==> src/sv/mhpd_pkg.sv <==
// shared types, constants and field layout for the motor homing pwm drive
package mhpd_pkg;

   // parameter defaults
   localparam int COUNT_WIDTH_DEF = 32;
   localparam int TIMER_WIDTH_DEF = 16;

   // input transaction layout
   localparam int COUNT_FIELD_W = 32;
   localparam int FORCE_FIELD_W = 16;
   localparam int FORCE_LSB     = COUNT_FIELD_W;
   localparam int REQ_DATA_W    = 48;

   // result transaction layout
   localparam int PWM_W          = 8;
   localparam int POS_W          = 16;
   localparam int RSP_FIELDS_W   = 2 * PWM_W + 1 + POS_W + 2 * COUNT_FIELD_W;
   localparam int RSP_DATA_W     = ((RSP_FIELDS_W + 7) / 8) * 8;
   localparam int RSP_PAD_W      = RSP_DATA_W - RSP_FIELDS_W;

   // position divider: 15 fraction bits plus one overflow bit
   localparam int POS_FRAC_W     = POS_W - 1;
   localparam int DIV_STEPS      = POS_FRAC_W + 1;
   localparam int DIV_CNT_W      = $clog2(DIV_STEPS);

   // configuration port
   localparam int CSR_INDEX_W    = 3;
   localparam int CSR_DATA_W     = 16;
   localparam int TICKS_W        = 16;
   localparam int THRESH_W       = 15;

   typedef enum logic [CSR_INDEX_W-1:0] {
      CSR_DEADBAND  = 3'd0,
      CSR_THRESHOLD = 3'd1,
      CSR_SETTLE    = 3'd2,
      CSR_SAMPLE    = 3'd3,
      CSR_STEP      = 3'd4,
      CSR_TOLERANCE = 3'd5
   } csr_index_type;

   localparam logic [PWM_W-1:0]    DEADBAND_RST  = 8'd150;
   localparam logic [THRESH_W-1:0] THRESHOLD_RST = 15'd328;
   localparam logic [TICKS_W-1:0]  SETTLE_RST    = 16'd1000;
   localparam logic [TICKS_W-1:0]  SAMPLE_RST    = 16'd100;
   localparam logic [TICKS_W-1:0]  STEP_RST      = 16'd20;
   localparam logic [TICKS_W-1:0]  TOLERANCE_RST = 16'd10;

   localparam logic [PWM_W-1:0] PWM_FULL = 8'd255;

   typedef struct packed {
      logic [PWM_W-1:0]    deadband;
      logic [THRESH_W-1:0] force_threshold;
      logic [TICKS_W-1:0]  settle_ticks;
      logic [TICKS_W-1:0]  sample_ticks;
      logic [TICKS_W-1:0]  step_ticks;
      logic [TICKS_W-1:0]  center_tolerance;
   } cfg_type;

   // controller to datapath commands
   typedef struct packed {
      logic load;
      logic step;
      logic check;
      logic div_init;
      logic div_step;
      logic out_load;
   } cmd_type;

endpackage

==> src/sv/mhpd_csr.sv <==
// configuration register bank for the motor homing pwm drive
module mhpd_csr (
   input  logic                               clock,
   input  logic                               reset,
   input  logic                               csr_we,
   input  logic [mhpd_pkg::CSR_INDEX_W-1:0]   csr_index,
   input  logic [mhpd_pkg::CSR_DATA_W-1:0]    csr_wdata,
   output mhpd_pkg::cfg_type                  cfg
);
   import mhpd_pkg::*;

   cfg_type cfg_ff;
   cfg_type cfg_in;

   always_comb begin
      cfg_in = cfg_ff;
      if (csr_we) begin
         unique case (csr_index)
            CSR_DEADBAND:  cfg_in.deadband         = csr_wdata[PWM_W-1:0];
            CSR_THRESHOLD: cfg_in.force_threshold  = csr_wdata[THRESH_W-1:0];
            CSR_SETTLE:    cfg_in.settle_ticks     = csr_wdata[TICKS_W-1:0];
            CSR_SAMPLE:    cfg_in.sample_ticks     = csr_wdata[TICKS_W-1:0];
            CSR_STEP:      cfg_in.step_ticks       = csr_wdata[TICKS_W-1:0];
            CSR_TOLERANCE: cfg_in.center_tolerance = csr_wdata[TICKS_W-1:0];
            default:       cfg_in = cfg_ff;
         endcase
      end
   end

   always_ff @(posedge clock) begin
      if (reset) begin
         cfg_ff.deadband         <= DEADBAND_RST;
         cfg_ff.force_threshold  <= THRESHOLD_RST;
         cfg_ff.settle_ticks     <= SETTLE_RST;
         cfg_ff.sample_ticks     <= SAMPLE_RST;
         cfg_ff.step_ticks       <= STEP_RST;
         cfg_ff.center_tolerance <= TOLERANCE_RST;
      end else begin
         cfg_ff <= cfg_in;
      end
   end

   assign cfg = cfg_ff;

endmodule

==> src/sv/mhpd_ctrl.sv <==
// per-transaction sequencer for the motor homing pwm drive
module mhpd_ctrl (
   input  logic              clock,
   input  logic              reset,
   input  logic              req_tvalid,
   output logic              req_tready,
   output logic              rsp_tvalid,
   input  logic              rsp_tready,
   output mhpd_pkg::cmd_type cmd
);
   import mhpd_pkg::*;

   typedef enum logic [5:0] {
      S_IDLE  = 6'b000001,
      S_STEP  = 6'b000010,
      S_CHECK = 6'b000100,
      S_DINIT = 6'b001000,
      S_DSTEP = 6'b010000,
      S_DONE  = 6'b100000
   } state_type;

   state_type              state_ff, state_in;
   logic [DIV_CNT_W-1:0]   div_cnt_ff, div_cnt_in;
   logic                   rsp_valid_ff, rsp_valid_in;

   always_comb begin
      state_in     = state_ff;
      div_cnt_in   = div_cnt_ff;
      rsp_valid_in = rsp_valid_ff & ~rsp_tready;
      cmd          = '0;
      unique case (state_ff)
         S_IDLE: begin
            if (req_tvalid) begin
               cmd.load = 1'b1;
               state_in = S_STEP;
            end
         end
         S_STEP: begin
            cmd.step = 1'b1;
            state_in = S_CHECK;
         end
         S_CHECK: begin
            cmd.check = 1'b1;
            state_in  = S_DINIT;
         end
         S_DINIT: begin
            cmd.div_init = 1'b1;
            div_cnt_in   = '0;
            state_in     = S_DSTEP;
         end
         S_DSTEP: begin
            cmd.div_step = 1'b1;
            div_cnt_in   = div_cnt_ff + DIV_CNT_W'(1);
            if (div_cnt_ff == DIV_CNT_W'(DIV_STEPS - 1)) begin
               state_in = S_DONE;
            end
         end
         S_DONE: begin
            // result register free or emptying this cycle
            if (!rsp_valid_ff || rsp_tready) begin
               cmd.out_load = 1'b1;
               rsp_valid_in = 1'b1;
               state_in     = S_IDLE;
            end
         end
         default: state_in = S_IDLE;
      endcase
   end

   always_ff @(posedge clock) begin
      if (reset) begin
         state_ff     <= S_IDLE;
         div_cnt_ff   <= '0;
         rsp_valid_ff <= 1'b0;
      end else begin
         state_ff     <= state_in;
         div_cnt_ff   <= div_cnt_in;
         rsp_valid_ff <= rsp_valid_in;
      end
   end

   assign req_tready = (state_ff == S_IDLE);
   assign rsp_tvalid = rsp_valid_ff;

endmodule

==> src/sv/mhpd_dpath.sv <==
// homing state, pwm drive and serial position divider for the motor drive
module mhpd_dpath #(
   parameter int COUNT_WIDTH = mhpd_pkg::COUNT_WIDTH_DEF,
   parameter int TIMER_WIDTH = mhpd_pkg::TIMER_WIDTH_DEF
) (
   input  logic                              clock,
   input  logic                              reset,
   input  mhpd_pkg::cmd_type                 cmd,
   input  mhpd_pkg::cfg_type                 cfg,
   input  logic [mhpd_pkg::REQ_DATA_W-1:0]   req_data,
   input  logic                              req_start,
   output logic [mhpd_pkg::RSP_DATA_W-1:0]   rsp_data
);
   import mhpd_pkg::*;

   localparam int CW    = COUNT_WIDTH;
   localparam int DW    = COUNT_WIDTH + 1;
   localparam int TOL_W = (DW > TICKS_W) ? DW : TICKS_W;

   typedef enum logic [5:0] {
      PH_IDLE    = 6'b000001,
      PH_LSETTLE = 6'b000010,
      PH_LSAMPLE = 6'b000100,
      PH_RSETTLE = 6'b001000,
      PH_RSAMPLE = 6'b010000,
      PH_CENTER  = 6'b100000
   } phase_type;

   // halve toward zero
   function automatic logic signed [CW-1:0] half_tz(input logic signed [DW-1:0] v);
      logic signed [DW-1:0] adj;
      adj = v + DW'(v[DW-1]);
      return adj[DW-1:1];
   endfunction

   // latched transaction
   logic signed [CW-1:0]     cnt_ff;
   logic [THRESH_W-1:0]      mag_ff;
   logic                     fneg_ff;
   logic                     start_ff;

   // homing state
   phase_type                phase_ff, phase_in;
   logic [TIMER_WIDTH-1:0]   timer_ff, timer_in;
   logic signed [CW-1:0]     last_ff, last_in;
   logic                     first_ff, first_in;
   logic signed [CW-1:0]     left_ff, left_in;
   logic signed [CW-1:0]     center_ff, center_in;
   logic signed [CW-1:0]     range_ff, range_in;
   logic                     pend_ff, pend_in;
   logic [PWM_W-1:0]         pwm_a_ff, pwm_a_in;
   logic [PWM_W-1:0]         pwm_b_ff, pwm_b_in;
   logic                     busy_ff, busy_in;

   // divider
   logic [DW-1:0]            rem_ff, rem_in;
   logic [CW-1:0]            den_ff, den_in;
   logic [POS_W-1:0]         quo_ff, quo_in;
   logic                     qneg_ff, qneg_in;
   logic                     zero_ff, zero_in;

   logic [RSP_DATA_W-1:0]    rsp_data_ff;

   // load-side force magnitude
   logic signed [FORCE_FIELD_W-1:0] force_raw;
   logic [FORCE_FIELD_W-1:0]        force_abs;
   logic [THRESH_W-1:0]             force_mag;

   always_comb begin
      force_raw = req_data[FORCE_LSB +: FORCE_FIELD_W];
      force_abs = force_raw[FORCE_FIELD_W-1] ? -force_raw : force_raw;
      // most negative code clamps to full scale
      force_mag = force_abs[FORCE_FIELD_W-1] ? '1 : force_abs[THRESH_W-1:0];
   end

   always_ff @(posedge clock) begin
      if (cmd.load) begin
         cnt_ff   <= req_data[CW-1:0];
         mag_ff   <= force_mag;
         fneg_ff  <= force_raw[FORCE_FIELD_W-1];
         start_ff <= req_start;
      end
   end

   // homing sequence, drive and centering check
   logic                      expired;
   logic [TIMER_WIDTH-1:0]    timer_dec;
   logic                      same;
   logic                      first_eff;
   logic [2*PWM_W+THRESH_W-1:0] prod;
   logic [PWM_W:0]            duty_sum;
   logic [PWM_W-1:0]          duty;
   logic                      over;
   logic signed [DW-1:0]      dsum;
   logic signed [DW-1:0]      ddif;
   logic signed [DW-1:0]      cdif;
   logic [DW-1:0]             cabs;

   always_comb begin
      phase_in  = phase_ff;
      timer_in  = timer_ff;
      last_in   = last_ff;
      first_in  = first_ff;
      left_in   = left_ff;
      center_in = center_ff;
      range_in  = range_ff;
      pend_in   = pend_ff;
      pwm_a_in  = pwm_a_ff;
      pwm_b_in  = pwm_b_ff;
      busy_in   = busy_ff;

      expired   = (timer_ff <= TIMER_WIDTH'(1));
      timer_dec = expired ? '0 : timer_ff - TIMER_WIDTH'(1);
      same      = (cnt_ff == last_ff);
      first_eff = first_ff;
      prod      = (2*PWM_W+THRESH_W)'(mag_ff) * (2*PWM_W+THRESH_W)'(PWM_FULL);
      duty_sum  = {1'b0, cfg.deadband} + {1'b0, prod[THRESH_W +: PWM_W]};
      duty      = duty_sum[PWM_W] ? PWM_FULL : duty_sum[PWM_W-1:0];
      over      = (mag_ff > cfg.force_threshold);
      dsum      = DW'(left_ff) + DW'(cnt_ff);
      ddif      = DW'(cnt_ff) - DW'(left_ff);
      cdif      = DW'(cnt_ff) - DW'(center_ff);
      cabs      = cdif[DW-1] ? -cdif : cdif;

      if (cmd.step) begin
         pend_in = 1'b0;
         unique case (phase_ff)
            PH_IDLE: begin
               if (start_ff) begin
                  phase_in = PH_LSETTLE;
                  timer_in = TIMER_WIDTH'(cfg.settle_ticks);
                  pwm_a_in = PWM_FULL;
                  pwm_b_in = '0;
                  busy_in  = 1'b1;
               end else begin
                  pwm_a_in = (fneg_ff && over) ? duty : '0;
                  pwm_b_in = (!fneg_ff && over) ? duty : '0;
                  busy_in  = 1'b0;
               end
            end
            PH_LSETTLE, PH_LSAMPLE: begin
               pwm_a_in = PWM_FULL;
               pwm_b_in = '0;
               busy_in  = 1'b1;
               timer_in = timer_dec;
               if (expired) begin
                  first_eff = first_ff || (phase_ff == PH_LSETTLE);
                  phase_in  = PH_LSAMPLE;
                  if (!first_eff && same) begin
                     left_in  = cnt_ff;
                     phase_in = PH_RSETTLE;
                     timer_in = TIMER_WIDTH'(cfg.settle_ticks);
                     pwm_a_in = '0;
                     pwm_b_in = PWM_FULL;
                  end else begin
                     first_in = 1'b0;
                     last_in  = cnt_ff;
                     timer_in = TIMER_WIDTH'(cfg.sample_ticks);
                  end
               end
            end
            PH_RSETTLE, PH_RSAMPLE: begin
               pwm_a_in = '0;
               pwm_b_in = PWM_FULL;
               busy_in  = 1'b1;
               timer_in = timer_dec;
               if (expired) begin
                  first_eff = first_ff || (phase_ff == PH_RSETTLE);
                  phase_in  = PH_RSAMPLE;
                  if (!first_eff && same) begin
                     // right stop: store center and half range, check next cycle
                     center_in = half_tz(dsum);
                     range_in  = half_tz(ddif);
                     phase_in  = PH_CENTER;
                     pend_in   = 1'b1;
                  end else begin
                     first_in = 1'b0;
                     last_in  = cnt_ff;
                     timer_in = TIMER_WIDTH'(cfg.sample_ticks);
                  end
               end
            end
            PH_CENTER: begin
               busy_in  = 1'b1;
               timer_in = timer_dec;
               if (expired) begin
                  pend_in = 1'b1;
               end else begin
                  pwm_a_in = (cnt_ff < center_ff) ? '0 : PWM_FULL;
                  pwm_b_in = (cnt_ff < center_ff) ? PWM_FULL : '0;
               end
            end
            default: begin
               phase_in = PH_IDLE;
               pwm_a_in = '0;
               pwm_b_in = '0;
               busy_in  = 1'b0;
            end
         endcase
      end

      if (cmd.check && pend_ff) begin
         pend_in = 1'b0;
         if (TOL_W'(cabs) <= TOL_W'(cfg.center_tolerance)) begin
            pwm_a_in = '0;
            pwm_b_in = '0;
            phase_in = PH_IDLE;
            busy_in  = 1'b0;
         end else begin
            pwm_a_in = (cnt_ff < center_ff) ? '0 : PWM_FULL;
            pwm_b_in = (cnt_ff < center_ff) ? PWM_FULL : '0;
            timer_in = TIMER_WIDTH'(cfg.step_ticks);
            phase_in = PH_CENTER;
            busy_in  = 1'b1;
         end
      end
   end

   always_ff @(posedge clock) begin
      if (reset) begin
         phase_ff  <= PH_IDLE;
         timer_ff  <= '0;
         last_ff   <= '0;
         first_ff  <= 1'b1;
         left_ff   <= '0;
         center_ff <= '0;
         range_ff  <= '0;
         pend_ff   <= 1'b0;
      end else begin
         phase_ff  <= phase_in;
         timer_ff  <= timer_in;
         last_ff   <= last_in;
         first_ff  <= first_in;
         left_ff   <= left_in;
         center_ff <= center_in;
         range_ff  <= range_in;
         pend_ff   <= pend_in;
      end
   end

   always_ff @(posedge clock) begin
      pwm_a_ff <= pwm_a_in;
      pwm_b_ff <= pwm_b_in;
      busy_ff  <= busy_in;
   end

   // restoring divider: |center - cnt| * 2^15 / |range|, first bit flags overflow
   logic signed [DW-1:0] pdif;
   logic [DW-1:0]        pabs;
   logic                 fits;
   logic [DW-1:0]        rem_sub;

   always_comb begin
      rem_in  = rem_ff;
      den_in  = den_ff;
      quo_in  = quo_ff;
      qneg_in = qneg_ff;
      zero_in = zero_ff;
      pdif    = DW'(center_ff) - DW'(cnt_ff);
      pabs    = pdif[DW-1] ? -pdif : pdif;
      fits    = (rem_ff >= DW'(den_ff));
      rem_sub = rem_ff - (fits ? DW'(den_ff) : '0);
      if (cmd.div_init) begin
         rem_in  = pabs;
         den_in  = range_ff[CW-1] ? -range_ff : range_ff;
         quo_in  = '0;
         qneg_in = pdif[DW-1] ^ range_ff[CW-1];
         zero_in = (range_ff == '0);
      end else if (cmd.div_step) begin
         rem_in = {rem_sub[DW-2:0], 1'b0};
         quo_in = {quo_ff[POS_W-2:0], fits};
      end
   end

   always_ff @(posedge clock) begin
      rem_ff  <= rem_in;
      den_ff  <= den_in;
      quo_ff  <= quo_in;
      qneg_ff <= qneg_in;
      zero_ff <= zero_in;
   end

   // result packing
   logic [POS_W-1:0]         pos_mag;
   logic signed [POS_W-1:0]  pos_val;

   always_comb begin
      pos_mag = quo_ff[POS_W-1] ? {1'b0, {POS_FRAC_W{1'b1}}} : {1'b0, quo_ff[POS_W-2:0]};
      if (zero_ff) begin
         pos_val = '0;
      end else begin
         pos_val = qneg_ff ? -pos_mag : pos_mag;
      end
   end

   always_ff @(posedge clock) begin
      if (cmd.out_load) begin
         rsp_data_ff <= {{RSP_PAD_W{1'b0}},
                         COUNT_FIELD_W'(range_ff),
                         COUNT_FIELD_W'(center_ff),
                         pos_val,
                         busy_ff,
                         pwm_b_ff,
                         pwm_a_ff};
      end
   end

   assign rsp_data = rsp_data_ff;

endmodule

==> src/sv/motor_homing_pwm_drive_unit.sv <==
// top level of the stall homing and deadband pwm h-bridge drive
//
//  channel  | handshake                | payload
//  ---------+--------------------------+------------------------------------------------
//  req      | req_tvalid / req_tready  | tdata: encoder_count, force_req; tuser: start_home
//  rsp      | rsp_tvalid / rsp_tready  | tdata: pwm_a, pwm_b, homing_busy, position,
//           |                          |        center_count, half_range
//  csr      | csr_we (no wait)         | csr_index, csr_wdata
//
// one transaction at a time: after acceptance the sequencer runs load, homing step,
// centering check, divider setup and the 16-step serial divider for the position,
// then loads the result. the result sits in an output register, so the next
// transaction is taken while it waits for rsp_tready. synchronous active-high
// reset returns the homing state, configuration registers and sequencer to their
// defaults, not the drive levels, divider or result register; there is no clearing pass.
module motor_homing_pwm_drive_unit #(
   parameter int COUNT_WIDTH = mhpd_pkg::COUNT_WIDTH_DEF,
   parameter int TIMER_WIDTH = mhpd_pkg::TIMER_WIDTH_DEF
) (
   input  logic                               clock,
   input  logic                               reset,

   input  logic                               req_tvalid,
   output logic                               req_tready,
   // [31:0] encoder_count, [47:32] force_req
   input  logic [mhpd_pkg::REQ_DATA_W-1:0]    req_tdata,
   // [0] start_home
   input  logic                               req_tuser,

   output logic                               rsp_tvalid,
   input  logic                               rsp_tready,
   // [7:0] pwm_a, [15:8] pwm_b, [16] homing_busy, [32:17] position,
   // [64:33] center_count, [96:65] half_range, [103:97] zero
   output logic [mhpd_pkg::RSP_DATA_W-1:0]    rsp_tdata,

   input  logic                               csr_we,
   input  logic [mhpd_pkg::CSR_INDEX_W-1:0]   csr_index,
   input  logic [mhpd_pkg::CSR_DATA_W-1:0]    csr_wdata
);
   import mhpd_pkg::*;

   cfg_type cfg;   // live register values
   cmd_type cmd;   // per-cycle sequencer commands

   mhpd_csr u_csr (
      .clock     (clock),
      .reset     (reset),
      .csr_we    (csr_we),
      .csr_index (csr_index),
      .csr_wdata (csr_wdata),
      .cfg       (cfg)
   );

   // sequencer: accept, homing step, centering check, divide, hand off
   mhpd_ctrl u_ctrl (
      .clock      (clock),
      .reset      (reset),
      .req_tvalid (req_tvalid),
      .req_tready (req_tready),
      .rsp_tvalid (rsp_tvalid),
      .rsp_tready (rsp_tready),
      .cmd        (cmd)
   );

   // homing state, drive levels, position divider and result register
   mhpd_dpath #(
      .COUNT_WIDTH (COUNT_WIDTH),
      .TIMER_WIDTH (TIMER_WIDTH)
   ) u_dpath (
      .clock     (clock),
      .reset     (reset),
      .cmd       (cmd),
      .cfg       (cfg),
      .req_data  (req_tdata),
      .req_start (req_tuser),
      .rsp_data  (rsp_tdata)
   );

endmodule

==> config.mk <==
export PLATFORM = sky130hd
export DESIGN_NAME = motor_homing_pwm_drive_unit
export DESIGN_NICKNAME = d
export VERILOG_FILES = /design/src/sv/mhpd_pkg.sv /design/src/sv/mhpd_csr.sv /design/src/sv/mhpd_ctrl.sv /design/src/sv/mhpd_dpath.sv /design/src/sv/motor_homing_pwm_drive_unit.sv
export SDC_FILE = /design/constraint.sdc
export NUM_CORES = 2
export LEC_CHECK = 0
export BUFFER_PORTS_ARGS = -buffer_cell sky130_fd_sc_hd__buf_4
export CAP_MARGIN = 20
export CORE_AREA = 5 5 312 314
export DETAILED_ROUTE_END_ITERATION = 12
export DIE_AREA = 0 0 317 319
export PLACE_DENSITY = 0.65
export SLEW_MARGIN = 20
export SYNTH_ARGS = -nofsm -noshare
export SYNTH_HDL_FRONTEND = slang
export SYNTH_SLANG_ARGS = --single-unit
==> constraint.sdc <==
create_clock -name clock -period 13 [get_ports clock]
set_input_delay 0.65 -clock clock [delete_from_list [all_inputs] [get_ports clock]]
set_output_delay 0.65 -clock clock [all_outputs]
set_load 0.05 [all_outputs]
# Word level (Yosys, flattened, before mapping)
# Cells that the tools add are included.
# classes
n_eq_ne,31
n_addsub,15
bitwise,3
n_mux,83
n_mul,1
magnitude_cmp,5
reduce_logical,34
# ops
operator,n
$mux 16,11
$mux 32,5
$mux 8,19
$mux 33,4
$sub 32x32->33,3
$add 33x1->33,2
$neg 33->33,2
$pmux 16 s4,1
$pmux 32 s2,1
$mux 6,10
$pmux 6 s6,1
$add 32x32->33,1
$ge 33x32->1,1
$le 33x16->1,1
$eq 32x32->1,1
$logic_not 32->1,1
$lt 32x32->1,1
$neg 16->16,2
$neg 32->32,1
$pmux 8 s4,1
$sub 32x32->32,1
$mux 31,1
$pmux 6 s4,1
$pmux 8 s3,1
40 further kinds,99
# word_totals
out_inout_bits,106
in_bits,73
regBits,496
word_cells,204

# Depth between registers and ports, before layout
# depth
ltp_word,10
depth_mapped,35
depth_no_buf,35

# Modules after synthesis
# From an unflattened synthesis, not the netlist that was laid out.
# unflattened
hier_cells,4304
hier_area_um2,37124.4
# by_module_without_submodules
mod,seq_area_each_um2,cells_per_inst,n_inst,area_each_um2
mhpd_dpath,10269.8,3916,1,32999.1
mhpd_csr,1741.7,319,1,3463.3
mhpd_ctrl,220.2,69,1,661.9

# Least setup slack after synthesis
# OpenSTA, ideal clock, no wires.
# synth_path
path_type,reg-to-reg
start,register u_dpath.mag_ff[3]
end,register u_dpath.pwm_a_ff[0] (data pin)
required_time_ns,12.736
setup_slack_ns,6.580
stages_incl_launch_ff,30
setup_ns,0.264
arrival_ns,6.156
n_path_buf,0
period_less_slack_ns,6.420
path_cell_list,edfxtp_1 > inv_1 > fa_1 > inv_1 > fa_1 > fa_1 > inv_1 > fa_1 > inv_1 > ha_1 > o21a_1 > o21a_1 > o21ai_0 > a211o_1 > o21ai_0 > and2_1 > o31a_1 > or4_1 > nand2_1 > xnor2_1 > ha_1 > o21ai_0 > nand2_1 > and2_1 > o21ai_0 > nand2b_1 > or2_2 > nor2b_1 > o21ai_0 > o21ai_2
# synth_via
elab_chain_cells,8
elab_cells_between_ends,10
cone_classes,add/sub: 1; mul: 1; order compare: 1; mux: 6; reduce/logical: 1
# synth_rtl
element,line_no,rtl
"start, declared",mhpd_dpath.sv:38,logic [THRESH_W-1:0] mag_ff;
"start signal, assigned",mhpd_dpath.sv:79,mag_ff <= force_mag;
$mul 15x8->23,mhpd_dpath.sv:116,prod = (2*PWM_W+THRESH_W)'(mag_ff) * (2*PWM_W+THRESH_W)'(PWM_FULL);
$add 8x8->9,mhpd_dpath.sv:117,"duty_sum = {1'b0, cfg.deadband} + {1'b0, prod[THRESH_W +: PWM_W]};"
$mux 8,mhpd_dpath.sv:118,duty = duty_sum[PWM_W] ? PWM_FULL : duty_sum[PWM_W-1:0];
$mux 8 *,mhpd_dpath.sv:136,pwm_a_in = (fneg_ff && over) ? duty : '0;
$mux 8 *,mhpd_dpath.sv:129,if (start_ff) begin
$pmux 8 s3 *,mhpd_dpath.sv:127,unique case (phase_ff)
$mux 8 *,mhpd_dpath.sv:125,if (cmd.step) begin
$mux 8 *,mhpd_dpath.sv:202,if (cmd.check && pend_ff) begin
net u_dpath.pwm_a_in[0],mhpd_dpath.sv:51,"logic [PWM_W-1:0] pwm_a_ff, pwm_a_in;"
"end signal, assigned",mhpd_dpath.sv:242,pwm_a_ff <= pwm_a_in;
"end, declared",mhpd_dpath.sv:51,
# The timed path passes the listed nets; every way through them passes the cells marked *. The select of a mux whose other input is x is not followed.
# A chain may end at the register's enable or synchronous reset.

# Final worst setup path
# layout_path
start,register u_dpath.mag_ff[3]
end,register u_dpath.pwm_a_ff[4] (data pin)
# The elaborated chain is that of the path after synthesis.

==> results.md <==
* Status: finished clean
* First-pass GRT wire length at 180,000 µm
* Maximum root-to-sink buffer count at 3
* Placed Area at 39,600 µm²
* Worst path bufs/invs at 5
* Setup Skew at 29.4 ps
* Post-Syn Instances at 4,402
* Startpoint Class: register
* Cts repair resizes at 0
* Grt total ovfl at 0
* CTS tree: yes
* Final setup TNS at 0 ps
* Hold crit path type: primary input to register
* Top cell type's share of synthesized area at 18.5%
* Minimum clock period at 7040 ps
* Post-CTS setup buffers at 0
* Req. time, crit path at 13,370 ps
* Vias in the first global route at 30,500
* Most common cell in the synthesized netlist: nand2_1
* Port buffer count at 171
* Avg WL per Cell at 20.3 µm
* DP HPWL at 90,100 µm
* Clock sink total at 496
* Pin count of the biggest net entering global routing at 90
* # DRC at 0
* Initial DRC Count at 2,908
* FFs w/ async S/R, synth at 0%
* Cell family with most CP delay: adder cells
* Max-cap viol count at 0
* Post-placement cell count at 5,666
* Final max-slew violation count at 0
* Total Wirelength at 118,000 µm
* Core Area at 94,300 µm²
* Power Dens Cells at 160 nW/µm²
* Die extent in y at 319 µm
* Worst slew margin at 27.2%
* Critical path endpoint category: register
* # rows at 113
* Aggregate global-route resource usage at 22.5%
* Most used DFF post-synth: dfxtp_1
* CTS Root Cell: clkbuf_16
* Crit share post-route at 54.2%
* Full die area at 101,000 µm²
* #FFs+latches synth at 496
* Post-Layout Cell Count at 5,780
* Clk Latency, worst-skew pair at 650 ps
* Unique masters post-synth at 122
* Clock slew at reported path FFs at 60 ps
* Leak at 0.0163 µW
* Layout cells sized above 1 at 9.33%
* Initial Util at 39.6%
* Commonest cells in the netlist: 606 x nand2_1, 373 x a21oi_1, 363 x inv_1, 297 x nor2_1, 280 x ha_1
* Initial antenna violation count at 6
* CP most frequent cell: o21ai_0
* Vias/cell at 5.61
* TritonRoute pass-1 iters at 6
* Crit-path max FO at 9
* Fin nets at 4,885
* Yosys top cell by area: edfxtp_1
* Final instance area at 41,600 µm²
* Syn avg cell area at 8.47 µm²
* Reg2reg setup slack at 5960 ps
* Top post-synthesis cells by area: edfxtp_1 19%, dfxtp_1 14%, ha_1 9.4%
* Worst vdd rail ir drop at 457 µV
* RSZ-0062 raised after global routing: no
* Final Hold Viols at 0
* Final Setup Violations at 0
* RePlAce Congestion at 0.952
* CP arrival at 7410 ps
* Boundary Pins at 179
* Slew @ Worst Pin at 1080 ps
* Vias at 32,400
* Register area share after synthesis at 32.8%
* Cts hold-fix bufs at 0
* EDFF count, synth at 230
* CTS buffer count at 58
* H-Tree Depth at 2
* Antenna Nets Post-Route at 0
* Die Width at 317 µm
* Mapped Area at 37,300 µm²
* Hold WS at 177 ps
* Ys Warns at 0
* Area added between synthesis and finish at 11.5%
* Largest stage delay, worst path at 620 ps
* Max Clk Rate at 0.142 GHz
* Max stage delay cell, worst path: fa_1
* CP Class: register to register
[layer usage]
metal  routed length, µm  vias up  global-route usage [%]
li1                    -    15700                       -
met1               53400    15600                    32.0
met2               53400     1035                    35.9
met3                7800      151                    3.42
met4                2900        4                    5.60
met5                  31        -                       0
[final timing paths]
path,cells past startpoint,startpoint,to
worst min register to register,0,u_dpath.pwm_b_ff[5],u_dpath.rsp_data[13]
worst min-delay path,1,req_tdata[2],u_dpath.cnt_ff[2]
worst max-delay path,30,u_dpath.mag_ff[3],u_dpath.pwm_a_ff[4]
worst max register to register,30,u_dpath.mag_ff[3],u_dpath.pwm_a_ff[4]
[report_power, final]
| part | total [µW] | switching [µW] | internal, µW |
|---|---|---|---|
| logic | 3180 | 1890 | 1280 |
| registers | 1750 | 61.2 | 1690 |
| clock network | 1730 | 726 | 1000 |
| total | 6660 | 2680 | 3980 |
[worst register-to-register path, delay by kind of cell (launching register included)]
| kind | cells | cell delay [ps] |
|---|---|---|
| simple gates | 7 | 1310 |
| buf+inv | 5 | 480 |
| flops | 1 | 420 |
| fa+ha+maj | 6 | 2730 |
| xor+xnor | 1 | 130 |
| compound gates | 11 | 1710 |
[logic make-up (layout without fill, tap and decap cells)]
group | after synthesis | count (layout) | share of synthesized area (%)
simple gates | 1514 | 1514 | 19.7
compound gates | 1137 | 1137 | 20.2
buf+inv | 575 | 679 | 6.14
flops | 496 | 496 | 32.8
fa+ha+maj | 350 | 350 | 13.1
xor+xnor | 305 | 305 | 7.24
mux | 24 | 24 | 0.704
other cells | 1 | 10 | 0.0101
[layout make-up]
cell class | instances | area (µm²)
Clock buffer | 77 | 1620
Inverter | 366 | 1370
Tap cell | 1265 | 1580
Sequential cell | 496 | 12200
Antenna cell | 3 | 7.51
Multi-Input combinational cell | 3337 | 22800
Timing Repair Buffer | 203 | 1540
Fill cell | 9315 | 52700
Clock inverter | 33 | 383
[sequential cells by signal, summed over array words and instances (netlist names), 32 cells and up]
name               flops
u_dpath.cnt_ff        32
u_dpath.den_ff        32
u_dpath.range_ff      32
u_dpath.rsp_data      97
u_dpath.center_ff     32
u_dpath.rem_ff        33
u_dpath.last_ff       32
u_dpath.left_ff       32
u_csr.cfg             87
[cells in the final DEF (no fill, tap or decap), types with 19 or more instances in the layout]
master,netlist,final
nand2_1,606,604
nor2_1,297,296
or3_1,42,42
or4_1,28,28
o211ai_1,39,39
ha_1,280,280
o21ai_0,169,167
nand2b_1,45,45
nand4_1,46,46
a22oi_1,28,28
and2_1,26,23
xor2_1,90,90
o21bai_1,25,25
dfxtp_1,266,266
nor4_1,38,38
edfxtp_1,230,230
a211oi_1,65,64
clkbuf_16,0,60
o21ai_1,24,26
a21oi_1,373,373
buf_4,18,200
o31ai_1,30,30
nand3_1,87,87
nand3b_1,19,19
a21o_1,86,86
inv_1,363,361
fa_1,70,70
nor2b_1,45,44
nor3_1,96,95
o21a_1,53,53
and3_1,28,28
xnor2_1,211,211
[per-stage QoR]
stage	setup slack, ps	total power [µW]	util [%]
floorplan	6580	4140	-
global placement	5970	4860	41.9
detailed placement	5940	4920	41.9
CTS	5910	6680	44.1
global route	5340	7190	44.1
finish	5960	6660	44.1
No activity file was read; power rests on OpenSTA's default activity.
